`config.mk`:
```
export PLATFORM = sky130hd
export DESIGN_NAME = min_max_peak_pyramid
export DESIGN_NICKNAME = d
export VERILOG_FILES = /design/src/hw/rtl/mmpp_pkg.sv /design/src/hw/rtl/mmpp_cmp.sv /design/src/hw/rtl/mmpp_store.sv /design/src/hw/rtl/mmpp_seq.sv /design/src/hw/rtl/min_max_peak_pyramid.sv
export VERILOG_INCLUDE_DIRS = /design/src /design/src/hw/rtl
export SDC_FILE = /design/constraint.sdc
export NUM_CORES = 2
export LEC_CHECK = 0
export BUFFER_PORTS_ARGS = -buffer_cell sky130_fd_sc_hd__buf_2
export CELL_PAD_IN_SITES_DETAIL_PLACEMENT = 1
export CELL_PAD_IN_SITES_GLOBAL_PLACEMENT = 2
export CORE_UTILIZATION = 45
export CTS_CLUSTER_DIAMETER = 120
export DETAILED_ROUTE_END_ITERATION = 10
export GPL_TIMING_DRIVEN = 0
export PLACE_DENSITY = 0.86
export SYNTH_ARGS = -nofsm -noshare
export SYNTH_HDL_FRONTEND = slang
export SYNTH_SLANG_ARGS = --single-unit
```
`constraint.sdc`:
```
create_clock -name clk -period 10.1 [get_ports clk]
set_clock_uncertainty 0.1 [all_clocks]
set_input_delay 0.505 -clock clk [delete_from_list [all_inputs] [get_ports clk]]
set_output_delay 0.505 -clock clk [all_outputs]
set_load 0.02 [all_outputs]
```
`src/hw/rtl/assert_macros.svh`:
```
// ----------------------------------------------------------------------------
// assert_macros.svh
// Shared assertion macros; the user scope must provide clk and arst_n.
// ----------------------------------------------------------------------------
`ifndef ASSERT_MACROS_SVH
`define ASSERT_MACROS_SVH

// property checked at every rising edge outside reset
`define ASSERT_CLK(lbl, prop, msg) \
	lbl: assert property (@(posedge clk) disable iff (!arst_n) prop) \
		else $error(msg);

// expression that must never be true
`define ASSERT_NEVER(lbl, expr, msg) \
	`ASSERT_CLK(lbl, !(expr), msg)

`endif

```
`src/hw/rtl/mmpp_pkg.sv`:
```
// ----------------------------------------------------------------------------
// mmpp_pkg
// Types and constants shared by the min/max peak pyramid modules.
// ----------------------------------------------------------------------------
`default_nettype none

package mmpp_pkg;

	localparam int SMP_W   = 24;
	localparam int BLK_W   = 32;
	localparam int FPP_W   = 17;
	localparam int LEVEL_W = 4;
	localparam int CC_W    = 2;

	typedef logic signed [SMP_W-1:0] smp_t;

	localparam smp_t SMP_MAX = smp_t'(24'h7F_FFFF);
	localparam smp_t SMP_MIN = smp_t'(24'h80_0000);

	localparam logic [FPP_W-1:0] FIB_SAT = 17'h1_FFFF;
	localparam logic [FPP_W-1:0] BS_MAX  = 17'h1_0000;
	localparam logic [BLK_W-1:0] BLK_SAT = 32'hFFFF_FFFF;

	// configuration register indexes
	localparam logic REG_CHANNEL_COUNT   = 1'b0;
	localparam logic REG_FRAMES_PER_PEAK = 1'b1;

	typedef struct packed {
		logic wr;      // write addressed entry, mark it valid
		logic clr_one; // drop addressed entry back to its reset value
		logic clr_all; // drop every entry
	} st_ctl_t;

	typedef enum logic [3:0] {
		S_IDLE,
		S_ABS_RD,
		S_ABS_WR,
		S_LVL,
		S_CH_RD,
		S_CH_EMIT,
		S_PAR_RD,
		S_PAR_WR,
		S_FIN
	} mmpp_state_t;

endpackage

`default_nettype wire

```
`src/hw/rtl/mmpp_cmp.sv`:
```
// ----------------------------------------------------------------------------
// mmpp_cmp
// Shared min/max unit: merges a (min, max) pair into a running pair.
// ----------------------------------------------------------------------------
`default_nettype none

module mmpp_cmp (
	input  mmpp_pkg::smp_t a_lo,
	input  mmpp_pkg::smp_t a_hi,
	input  mmpp_pkg::smp_t b_lo,
	input  mmpp_pkg::smp_t b_hi,
	output mmpp_pkg::smp_t lo,
	output mmpp_pkg::smp_t hi
);
	import mmpp_pkg::*;

	assign lo = (b_lo < a_lo) ? b_lo : a_lo;
	assign hi = (b_hi > a_hi) ? b_hi : a_hi;

endmodule

`default_nettype wire

```
`src/hw/rtl/mmpp_store.sv`:
```
// ----------------------------------------------------------------------------
// mmpp_store
// Running min/max memory, one entry per level and channel, registered read.
// ----------------------------------------------------------------------------
`default_nettype none

module mmpp_store #(
	parameter int DEPTH = 32
) (
	input  logic                     clk,
	input  logic                     arst_n,
	input  mmpp_pkg::st_ctl_t        ctl,
	input  logic [$clog2(DEPTH)-1:0] addr,
	input  mmpp_pkg::smp_t           wr_lo,
	input  mmpp_pkg::smp_t           wr_hi,
	output mmpp_pkg::smp_t           rd_lo,
	output mmpp_pkg::smp_t           rd_hi
);
	import mmpp_pkg::*;

	logic [2*SMP_W-1:0] mem_q [DEPTH];
	logic [DEPTH-1:0]   valid_q;
	smp_t               rd_lo_q;
	smp_t               rd_hi_q;

	always_ff @(posedge clk) begin
		if (ctl.wr) begin
			mem_q[addr] <= {wr_hi, wr_lo};
		end
		// entry never written since the last clear reads as its reset value
		if (valid_q[addr]) begin
			rd_lo_q <= smp_t'(mem_q[addr][SMP_W-1:0]);
			rd_hi_q <= smp_t'(mem_q[addr][2*SMP_W-1:SMP_W]);
		end else begin
			rd_lo_q <= SMP_MAX;
			rd_hi_q <= SMP_MIN;
		end
	end

	always_ff @(posedge clk or negedge arst_n) begin
		if (!arst_n) begin
			valid_q <= '0;
		end else if (ctl.clr_all) begin
			valid_q <= '0;
		end else if (ctl.wr) begin
			valid_q[addr] <= 1'b1;
		end else if (ctl.clr_one) begin
			valid_q[addr] <= 1'b0;
		end
	end

	assign rd_lo = rd_lo_q;
	assign rd_hi = rd_hi_q;

endmodule

`default_nettype wire

```
`src/hw/rtl/mmpp_seq.sv`:
```
// ----------------------------------------------------------------------------
// mmpp_seq
// Sequencer: absorbs frames, closes blocks level by level, drives results.
// ----------------------------------------------------------------------------
`default_nettype none

`include "assert_macros.svh"

module mmpp_seq #(
	parameter int MAX_LEVELS = 16,
	parameter int FAN_IN     = 4
) (
	input  logic                                clk,
	input  logic                                arst_n,
	// frame side
	input  logic                                in_valid,
	output logic                                in_ready,
	input  mmpp_pkg::smp_t                      sample_first,
	input  mmpp_pkg::smp_t                      sample_second,
	input  logic                                final_frame,
	// configuration
	input  logic                                two_ch,
	input  logic [mmpp_pkg::FPP_W-1:0]          block_size,
	input  logic                                clr_stream,
	// store
	output mmpp_pkg::st_ctl_t                   st_ctl,
	output logic [$clog2(MAX_LEVELS):0]         st_addr,
	output mmpp_pkg::smp_t                      st_wlo,
	output mmpp_pkg::smp_t                      st_whi,
	input  mmpp_pkg::smp_t                      st_rlo,
	input  mmpp_pkg::smp_t                      st_rhi,
	// result side
	output logic                                out_valid,
	input  logic                                out_ready,
	output logic [mmpp_pkg::LEVEL_W-1:0]        level,
	output logic                                channel,
	output logic [mmpp_pkg::BLK_W-1:0]          block_number,
	output mmpp_pkg::smp_t                      peak_min,
	output mmpp_pkg::smp_t                      peak_max,
	output logic                                status,
	output logic                                last
);
	import mmpp_pkg::*;

	localparam int LW  = $clog2(MAX_LEVELS);
	localparam int CGW = $clog2(FAN_IN + 1);
	localparam logic [LW-1:0] LV_TOP = LW'(MAX_LEVELS - 1);

	mmpp_state_t state_q, state_d;

	logic            ch_q;
	logic [LW-1:0]   lv_q;
	logic [FPP_W-1:0] fib_q;
	logic            final_q;
	logic            close_q;
	smp_t            smp0_q, smp1_q;
	logic [BLK_W-1:0] num_q;
	logic            close_next_q;
	smp_t            child_lo_q, child_hi_q;
	logic [CGW-1:0]  cg_q [MAX_LEVELS];
	logic [BLK_W-1:0] be_q [MAX_LEVELS];

	logic            out_valid_q;
	logic [LEVEL_W-1:0] out_level_q;
	logic            out_ch_q;
	logic [BLK_W-1:0] out_num_q;
	smp_t            out_lo_q, out_hi_q;
	logic            out_status_q, out_last_q;

	logic            accept;
	logic            last_ch;
	logic            has_parent;
	logic [LW-1:0]   lv_next;
	logic [FPP_W-1:0] fib_inc;
	logic            close_now;
	logic [CGW-1:0]  cg_rd, cg_inc;
	logic [BLK_W-1:0] be_rd, be_inc;
	logic            close_next;
	logic            load;
	logic            chan_done;
	smp_t            cmp_b_lo, cmp_b_hi;
	smp_t            cmp_lo, cmp_hi;

	assign accept     = in_valid && in_ready;
	assign last_ch    = !two_ch || ch_q;
	assign has_parent = (lv_q != LV_TOP);
	assign lv_next    = lv_q + 1'b1;
	assign fib_inc    = (fib_q == FIB_SAT) ? fib_q : fib_q + 1'b1;
	assign close_now  = final_frame || (fib_inc >= block_size);
	assign cg_rd      = has_parent ? cg_q[lv_next] : '0;
	assign cg_inc     = cg_rd + 1'b1;
	assign be_rd      = be_q[lv_q];
	assign be_inc     = (be_rd == BLK_SAT) ? be_rd : be_rd + 1'b1;
	// the parent closes on a full set of children, or on flush when this
	// level has produced more than one block
	assign close_next = has_parent &&
		((cg_inc >= CGW'(FAN_IN)) || (final_q && (be_inc > 32'd1)));
	assign load       = (state_q == S_CH_EMIT) && (!out_valid_q || out_ready);
	assign chan_done  = (state_q == S_PAR_WR) || (load && !has_parent);

	mmpp_cmp u_cmp (
		.a_lo (st_rlo),
		.a_hi (st_rhi),
		.b_lo (cmp_b_lo),
		.b_hi (cmp_b_hi),
		.lo   (cmp_lo),
		.hi   (cmp_hi)
	);

	// next state
	always_comb begin
		state_d = state_q;
		case (state_q)
			S_IDLE: begin
				if (accept) state_d = S_ABS_RD;
			end
			S_ABS_RD: state_d = S_ABS_WR;
			S_ABS_WR: begin
				if (!last_ch) state_d = S_ABS_RD;
				else if (close_q) state_d = S_LVL;
				else state_d = S_IDLE;
			end
			S_LVL:   state_d = S_CH_RD;
			S_CH_RD: state_d = S_CH_EMIT;
			S_CH_EMIT: begin
				if (load) begin
					if (has_parent) state_d = S_PAR_RD;
					else if (!last_ch) state_d = S_CH_RD;
					else if (close_next_q) state_d = S_LVL;
					else state_d = S_FIN;
				end
			end
			S_PAR_RD: state_d = S_PAR_WR;
			S_PAR_WR: begin
				if (!last_ch) state_d = S_CH_RD;
				else if (close_next_q) state_d = S_LVL;
				else state_d = S_FIN;
			end
			S_FIN:   state_d = S_IDLE;
			default: state_d = S_IDLE;
		endcase
	end

	// outputs of the sequencer
	always_comb begin
		in_ready    = 1'b0;
		st_ctl      = '0;
		st_addr     = {lv_q, ch_q};
		cmp_b_lo    = child_lo_q;
		cmp_b_hi    = child_hi_q;
		case (state_q)
			S_IDLE: begin
				in_ready       = 1'b1;
				st_ctl.clr_all = clr_stream;
			end
			S_ABS_RD: st_addr = {{LW{1'b0}}, ch_q};
			S_ABS_WR: begin
				st_addr  = {{LW{1'b0}}, ch_q};
				st_ctl.wr = 1'b1;
				cmp_b_lo = ch_q ? smp1_q : smp0_q;
				cmp_b_hi = ch_q ? smp1_q : smp0_q;
			end
			S_CH_EMIT: st_ctl.clr_one = load;
			S_PAR_RD:  st_addr = {lv_next, ch_q};
			S_PAR_WR: begin
				st_addr   = {lv_next, ch_q};
				st_ctl.wr = 1'b1;
			end
			S_FIN: st_ctl.clr_all = final_q;
			default: ;
		endcase
	end

	assign st_wlo = cmp_lo;
	assign st_whi = cmp_hi;

	always_ff @(posedge clk or negedge arst_n) begin
		if (!arst_n) begin
			state_q <= S_IDLE;
		end else begin
			state_q <= state_d;
		end
	end

	// stream control state
	always_ff @(posedge clk or negedge arst_n) begin
		if (!arst_n) begin
			ch_q         <= 1'b0;
			lv_q         <= '0;
			fib_q        <= '0;
			final_q      <= 1'b0;
			close_q      <= 1'b0;
			close_next_q <= 1'b0;
			for (int i = 0; i < MAX_LEVELS; i++) begin
				cg_q[i] <= '0;
				be_q[i] <= '0;
			end
		end else if (clr_stream || (state_q == S_FIN && final_q)) begin
			fib_q <= '0;
			for (int i = 0; i < MAX_LEVELS; i++) begin
				cg_q[i] <= '0;
				be_q[i] <= '0;
			end
		end else begin
			if (accept) begin
				final_q <= final_frame;
				close_q <= close_now;
				fib_q   <= close_now ? '0 : fib_inc;
				ch_q    <= 1'b0;
				lv_q    <= '0;
			end
			if (state_q == S_ABS_WR) begin
				ch_q <= !last_ch;
			end
			if (state_q == S_LVL) begin
				be_q[lv_q]   <= be_inc;
				close_next_q <= close_next;
				if (has_parent) begin
					cg_q[lv_next] <= close_next ? '0 : cg_inc;
				end
			end
			if (chan_done) begin
				ch_q <= !last_ch;
				if (last_ch && close_next_q) begin
					lv_q <= lv_next;
				end
			end
		end
	end

	// payload registers
	always_ff @(posedge clk) begin
		if (accept) begin
			smp0_q <= sample_first;
			smp1_q <= sample_second;
		end
		if (state_q == S_LVL) begin
			num_q <= be_rd;
		end
		if (load) begin
			child_lo_q   <= st_rlo;
			child_hi_q   <= st_rhi;
			out_level_q  <= LEVEL_W'(lv_q);
			out_ch_q     <= ch_q;
			out_num_q    <= num_q;
			out_lo_q     <= st_rlo;
			out_hi_q     <= st_rhi;
			out_status_q <= !has_parent && (num_q != '0);
			out_last_q   <= last_ch && !close_next_q;
		end
	end

	// result register, freed as soon as the receiver takes the item
	always_ff @(posedge clk or negedge arst_n) begin
		if (!arst_n) begin
			out_valid_q <= 1'b0;
		end else if (load) begin
			out_valid_q <= 1'b1;
		end else if (out_ready) begin
			out_valid_q <= 1'b0;
		end
	end

	assign out_valid    = out_valid_q;
	assign level        = out_level_q;
	assign channel      = out_ch_q;
	assign block_number = out_num_q;
	assign peak_min     = out_lo_q;
	assign peak_max     = out_hi_q;
	assign status       = out_status_q;
	assign last         = out_last_q;

	`ASSERT_CLK(a_fib_below_block, (state_q == S_IDLE) |-> (fib_q < block_size),
		"frame count reached block size while idle")
	`ASSERT_NEVER(a_second_ch_unused, !two_ch && ch_q,
		"second channel selected with one channel configured")
	`ASSERT_NEVER(a_top_no_parent, (state_q == S_CH_RD) && !has_parent && close_next_q,
		"top level marked to close a parent")
	`ASSERT_CLK(a_last_ends_step, (load && last_ch && !close_next_q && !has_parent)
		|=> (state_q == S_FIN), "final result of a step not followed by wrap-up")

endmodule

`default_nettype wire

```
`src/hw/rtl/min_max_peak_pyramid.sv`:
```
// ----------------------------------------------------------------------------
// min_max_peak_pyramid
// Min/max waveform overview pyramid over a stream of one- or two-channel
// audio frames.
// ----------------------------------------------------------------------------
// Frames come in on the s_ channel, one item per frame; s_tlast marks the last
// frame of a source and flushes the open blocks upward. Peaks leave on the m_
// channel, level by level upward, channel 0 before channel 1; m_tlast marks the
// final peak caused by a frame. Registers are written on cfg_we; the user
// must write them only while idle, the block itself does not enforce it;
// any write restarts the stream. One shared min/max unit and one memory port
// do all the work. A frame that closes no block reads and rewrites one entry
// per channel; each closed level emits every channel and folds it into the
// parent (except at the top), then wraps up. s_tready is low in between.
// The result register frees the moment m_tready takes its item, so a stalled
// receiver holds the sequencer only when a new peak is ready to go out.
// Reset: channel_count 1, frames_per_peak 256, all running values empty and
// counters zero; the running store is cleared by valid bits, no sweep.
// ----------------------------------------------------------------------------
`default_nettype none

module min_max_peak_pyramid #(
	parameter int MAX_LEVELS = 16,
	parameter int FAN_IN     = 4
) (
	input  logic        clk,
	input  logic        arst_n,
	input  logic        s_tvalid,
	output logic        s_tready,
	input  logic [47:0] s_tdata,   // sample_first[23:0], sample_second[47:24]
	input  logic        s_tlast,   // final_frame
	output logic        m_tvalid,
	input  logic        m_tready,
	output logic [87:0] m_tdata,   // level[3:0], block_number[35:4],
	                               // peak_min[59:36], peak_max[83:60], zero
	output logic [1:0]  m_tuser,   // channel[0], status[1]
	output logic        m_tlast,   // last
	input  logic        cfg_we,
	input  logic [0:0]  cfg_index,
	input  logic [16:0] cfg_data
);
	import mmpp_pkg::*;

	localparam int DEPTH = 2 * MAX_LEVELS;

	logic [CC_W-1:0]  channel_count_q;
	logic [FPP_W-1:0] frames_per_peak_q;
	logic [FPP_W-1:0] block_size;

	st_ctl_t                  st_ctl;
	logic [$clog2(DEPTH)-1:0] st_addr;
	smp_t                     st_wlo, st_whi, st_rlo, st_rhi;

	logic [LEVEL_W-1:0] level;
	logic               channel;
	logic [BLK_W-1:0]   block_number;
	smp_t               peak_min, peak_max;
	logic               status;

	always_ff @(posedge clk or negedge arst_n) begin
		if (!arst_n) begin
			channel_count_q   <= 2'd1;
			frames_per_peak_q <= 17'd256;
		end else if (cfg_we) begin
			case (cfg_index[0])
				REG_CHANNEL_COUNT:   channel_count_q   <= cfg_data[CC_W-1:0];
				REG_FRAMES_PER_PEAK: frames_per_peak_q <= cfg_data;
				default: ;
			endcase
		end
	end

	// zero acts as one, anything above 65536 as 65536
	always_comb begin
		if (frames_per_peak_q == '0) block_size = FPP_W'(1);
		else if (frames_per_peak_q > BS_MAX) block_size = BS_MAX;
		else block_size = frames_per_peak_q;
	end

	mmpp_store #(
		.DEPTH (DEPTH)
	) u_store (
		.clk    (clk),
		.arst_n (arst_n),
		.ctl    (st_ctl),
		.addr   (st_addr),
		.wr_lo  (st_wlo),
		.wr_hi  (st_whi),
		.rd_lo  (st_rlo),
		.rd_hi  (st_rhi)
	);

	mmpp_seq #(
		.MAX_LEVELS (MAX_LEVELS),
		.FAN_IN     (FAN_IN)
	) u_seq (
		.clk           (clk),
		.arst_n        (arst_n),
		.in_valid      (s_tvalid),
		.in_ready      (s_tready),
		.sample_first  (smp_t'(s_tdata[23:0])),
		.sample_second (smp_t'(s_tdata[47:24])),
		.final_frame   (s_tlast),
		.two_ch        (channel_count_q[1]),
		.block_size    (block_size),
		.clr_stream    (cfg_we),
		.st_ctl        (st_ctl),
		.st_addr       (st_addr),
		.st_wlo        (st_wlo),
		.st_whi        (st_whi),
		.st_rlo        (st_rlo),
		.st_rhi        (st_rhi),
		.out_valid     (m_tvalid),
		.out_ready     (m_tready),
		.level         (level),
		.channel       (channel),
		.block_number  (block_number),
		.peak_min      (peak_min),
		.peak_max      (peak_max),
		.status        (status),
		.last          (m_tlast)
	);

	assign m_tdata = {4'b0, peak_max, peak_min, block_number, level};
	assign m_tuser = {status, channel};

endmodule

`default_nettype wire

```
==> flow_summary_export.csv <==
group,metric,value,unit
run_status,status,"finished, violations left",
run_status,failed_checks,"max-capacitance violations, max-slew violations",
synth,synthDistinctLibCells,92,
critical_path,path_class,"reg -> reg",
timing,layout_min_cycle_time,9951,ps
layout,final_util,0.5250,
synth,postSynthCellCount,5852,
synth,synth_area_leader_cell,"edfxtp_1",
placed_design,dp_hpwl,225000,um
clock_network,cts_num_sinks,2391,
global_route,grt_pass1_vias,64360,
critical_path,worstPathRequired,10530,ps
timing,max_slew_margin,-0.02829,
drt,vias,61770,
floorplanning,num_rows,170,
clock_network,h-tree-depth,4,
floorplanning,ios,165,
critical_path,crit_path_end_kind,"flop",
layout,fillCellCount,19900,
clock_network,cts-root-buf,"clkbuf_16",
global_route,grt_max_degree,119,
timing,clock.fmax,100.5,MHz
critical_path,worst_setup_path_start_kind,"flop",
timing,fin_crit_sh,0.9853,
drt,viasPerCell,6.522,
timing,hold_slack,74.03,ps
drt,wire_per_inst,35.55,um
synth,ys_async_sr_fraction,0.2677,
timing,rsz0062_at_grt,"false",
synth,syn-cell-area,0.09728,mm^2
clock_network,clkLatencyLatePin,920,ps
synth,synth_edf_count,1703,
timing,tightest_slew,1542,ps
layout,stdcell_area,0.1127,mm^2
drt,detail_route.drc_violations,0,
drt,highest_layer,"met5",
global_route,antenna_found_initial,13,
placed_design,place_congestion,0.8791,
placed_design,pre_cts_slack,67.76,ps
synth,syn_avg_cell_area,16.62,um^2
floorplanning,core,0.2146,mm^2
critical_path,cp_max_fo,32,
placed_design,port_buffers,160,
run,cap_violations,4,
floorplanning,die_height,466.9,um
clock_network,cts_tree,"built",
timing,drv_slew,29,
timing,hold_viol_final,0,
synth,synth_top_area_frac,0.5257,
global_route,overflow,0,
placed_design,placed_area,0.1039,mm^2
clock_network,path_clk_slew,60,ps
drt,dr.pass1.iters,6,
drt,drt-initial-drc-count,9039,
timing,final.setup.worst_slack,148.8,ps
clock_network,cts-buffers-inserted,237,
power_and_ir_drop,p_leak,0.03918,uW
synth,synthFlopType,"edfxtp_1",
synth,yosysWarnings,0,
layout,drive_above_1_share,0.2088,
drt,drt-met1-wl,121700,um
timing,setup_viol,0,
power_and_ir_drop,power_density,254.3,mW/mm^2
synth,synthTopCellsByArea,"edfxtp_1 (53%), dfrtp_1 (16%), mux4_2 (11%), nand2_1 (2.9%), o21ai_0 (2.5%)",
drt,wirelength,336700,um
drt,wl_met3,34900,um
drt,ant_nets,0,
synth,synth-seq-cells,2391,
layout,syn2layout_area_growth,15.83,%
floorplanning,die_x,466.9,um
layout,nets,6567,
floorplanning,start_util,0.4533,
power_and_ir_drop,ir_worst_vdd,0.2331,mV
synth,seq_area_frac_synth,0.7002,
global_route,grt_pass1_wl,476600,um
floorplanning,die-area,0.2180,mm^2
drt,route.met2.wl,159800,um
critical_path,arrival,10380,ps
worst_hold_path,hold_class,"in -> reg",
clock_network,clk_path_buf_depth,3,
global_route,grt_use_total,0.3090,
## layout make-up
class	count	area [um^2]	share of cell area
Sequential cell	2391	68120	0.6045
Multi-Input combinational cell	3024	27280	0.2421
Clock buffer	318	6539	0.05803
Tap cell	2838	3551	0.03151
Timing Repair Buffer	327	3528	0.03131
Buffer	375	1932	0.01715
Clock inverter	129	1474	0.01308
Inverter	65	244.0	0.002165
Antenna cell	4	10.01	0.00008884
## state kept, by name, summed over array words and instances, names as in the netlist, 32 cells and up
signal / cells
u_store.mem_q: 1536
u_seq.num_q: 32
u_seq.block_number: 32
u_seq.cg_q: 48
u_seq.be_q: 512
u_store.valid_q: 32
## cell usage after synthesis, types with 9 or more instances
cell type and count:
edfxtp_1 1703, mux2i_1 48, dfxtp_1 48, a32oi_1 17, buf_2 13, dfrtp_1 639, nor4_1 26, a221oi_1 30
buf_4 14, a31oi_1 20, a31o_2 27, nand3_1 35, nor3_1 19, inv_1 63, o22ai_1 9, o2111ai_1 18
buf_6 9, o21a_1 56, nand2b_1 11, xor2_1 18, buf_1 29, a21oi_1 117, nand2_2 17, mux4_1 38
o211ai_1 10, nand2_1 758, xnor2_1 18, ha_1 74, mux2_2 68, a22oi_1 116, or4_1 15, o31ai_1 18
a22o_1 115, nand4_1 30, and3_1 32, mux4_2 496, clkbuf_1 280, nor2b_1 19, a211o_1 17, a21o_1 18
o21ai_0 480, clkbuf_8 16, nor2_1 125, and2_1 13, buf_12 12
## report_power, final
group,total [uW],internal (uW),leakage [uW],switching (uW)
logic,6910,2020,0.0107,4890
clock network,9180,5210,0.00391,3970
registers,12600,12300,0.0246,227
total,28700,19600,0.0392,9080
## cell usage in the layout, fill, tap and decap left out, types with 75 or more instances in the layout
cell type	netlist	final
clkbuf_1	280	325
edfxtp_1	1703	1703
clkbuf_16	0	240
nor2_1	125	91
o21ai_0	480	480
mux4_2	496	496
a21oi_1	117	117
buf_12	12	75
a22oi_1	116	116
nand2_1	758	758
dfrtp_1	639	639
a22o_1	115	115
buf_2	13	173
## through the flow
stage | TNS [ps] | power [uW] | instances
floorplan | 0 | 16430 | 5855
global placement | -6363050 | 18940 | 8853
detailed placement | 0 | 19350 | 8949
CTS | 0 | 28500 | 9466
global route | 0 | 29210 | 9470
finish | 0 | 28660 | 9471
## repair_timing
action                                  4_1_cts  5_1_grt
endpoints found under the setup margin       96      789
setup buffers                                 0        0
hold buffers                                 70        0
pin swaps                                     0        0
endpoints found under the hold margin       146        0
gates resized for setup                       2        5
## cell families (layout without fill, tap and decap cells)
kind of cell	after synthesis	in the layout	synth area share
flip-flops	2391	2391	0.7002
XOR/XNOR	42	42	0.004244
adder cells (fa/ha/maj)	74	74	0.009518
multiplexers	650	650	0.1379
buffers and inverters	440	1214	0.02216
AND/OR/NAND/NOR	1147	1147	0.05255
other	1	8	0.00003855
AO/OA/AOI/OAI	1107	1107	0.07335
## metal layers
layer,up-vias,global-route usage
met2,4217,0.4953
met3,1000,0.06744
met1,32450,0.3960
met5,-,0
met4,10,0.1606
li1,24100,-
## worst max-delay path, stage by stage (launching register included)
cell and delay, ps:
dfrtp_1 450, clkbuf_1 610, clkbuf_1 570, clkbuf_2 590, clkbuf_1 770, clkbuf_2 640
mux2i_1 620, nand2_1 180, o21a_1 220, ha_1 320, a21boi_0 270, o21a_1 300
o21ai_0 200, a21oi_1 140, o31a_1 300, o2111ai_1 670, a31oi_1 230, o22ai_2 750
clkbuf_1 780, mux2_2 850
## final timing paths
path	start	end	slack, ps	cells after the start
max	u_seq.ch_q$_DFFE_PN0P_	u_store.mem_q[20][10]$_DFFE_PP_	150	19
min	cfg_we	channel_count_q[1]$_DFFE_PN0P_	70	3
max reg2reg	u_seq.ch_q$_DFFE_PN0P_	u_store.mem_q[20][10]$_DFFE_PP_	150	19
min reg2reg	u_seq.num_q[7]$_DFFE_PP_	u_seq.block_number[7]$_DFFE_PP_	350	0
max in group asynchronous	arst_n	u_seq.be_q[89]$_DFFE_PN0P_	7290	6
min in group asynchronous	arst_n	u_seq.be_q[262]$_DFFE_PN0P_	100	2
(Power assumes the default switching activity.)
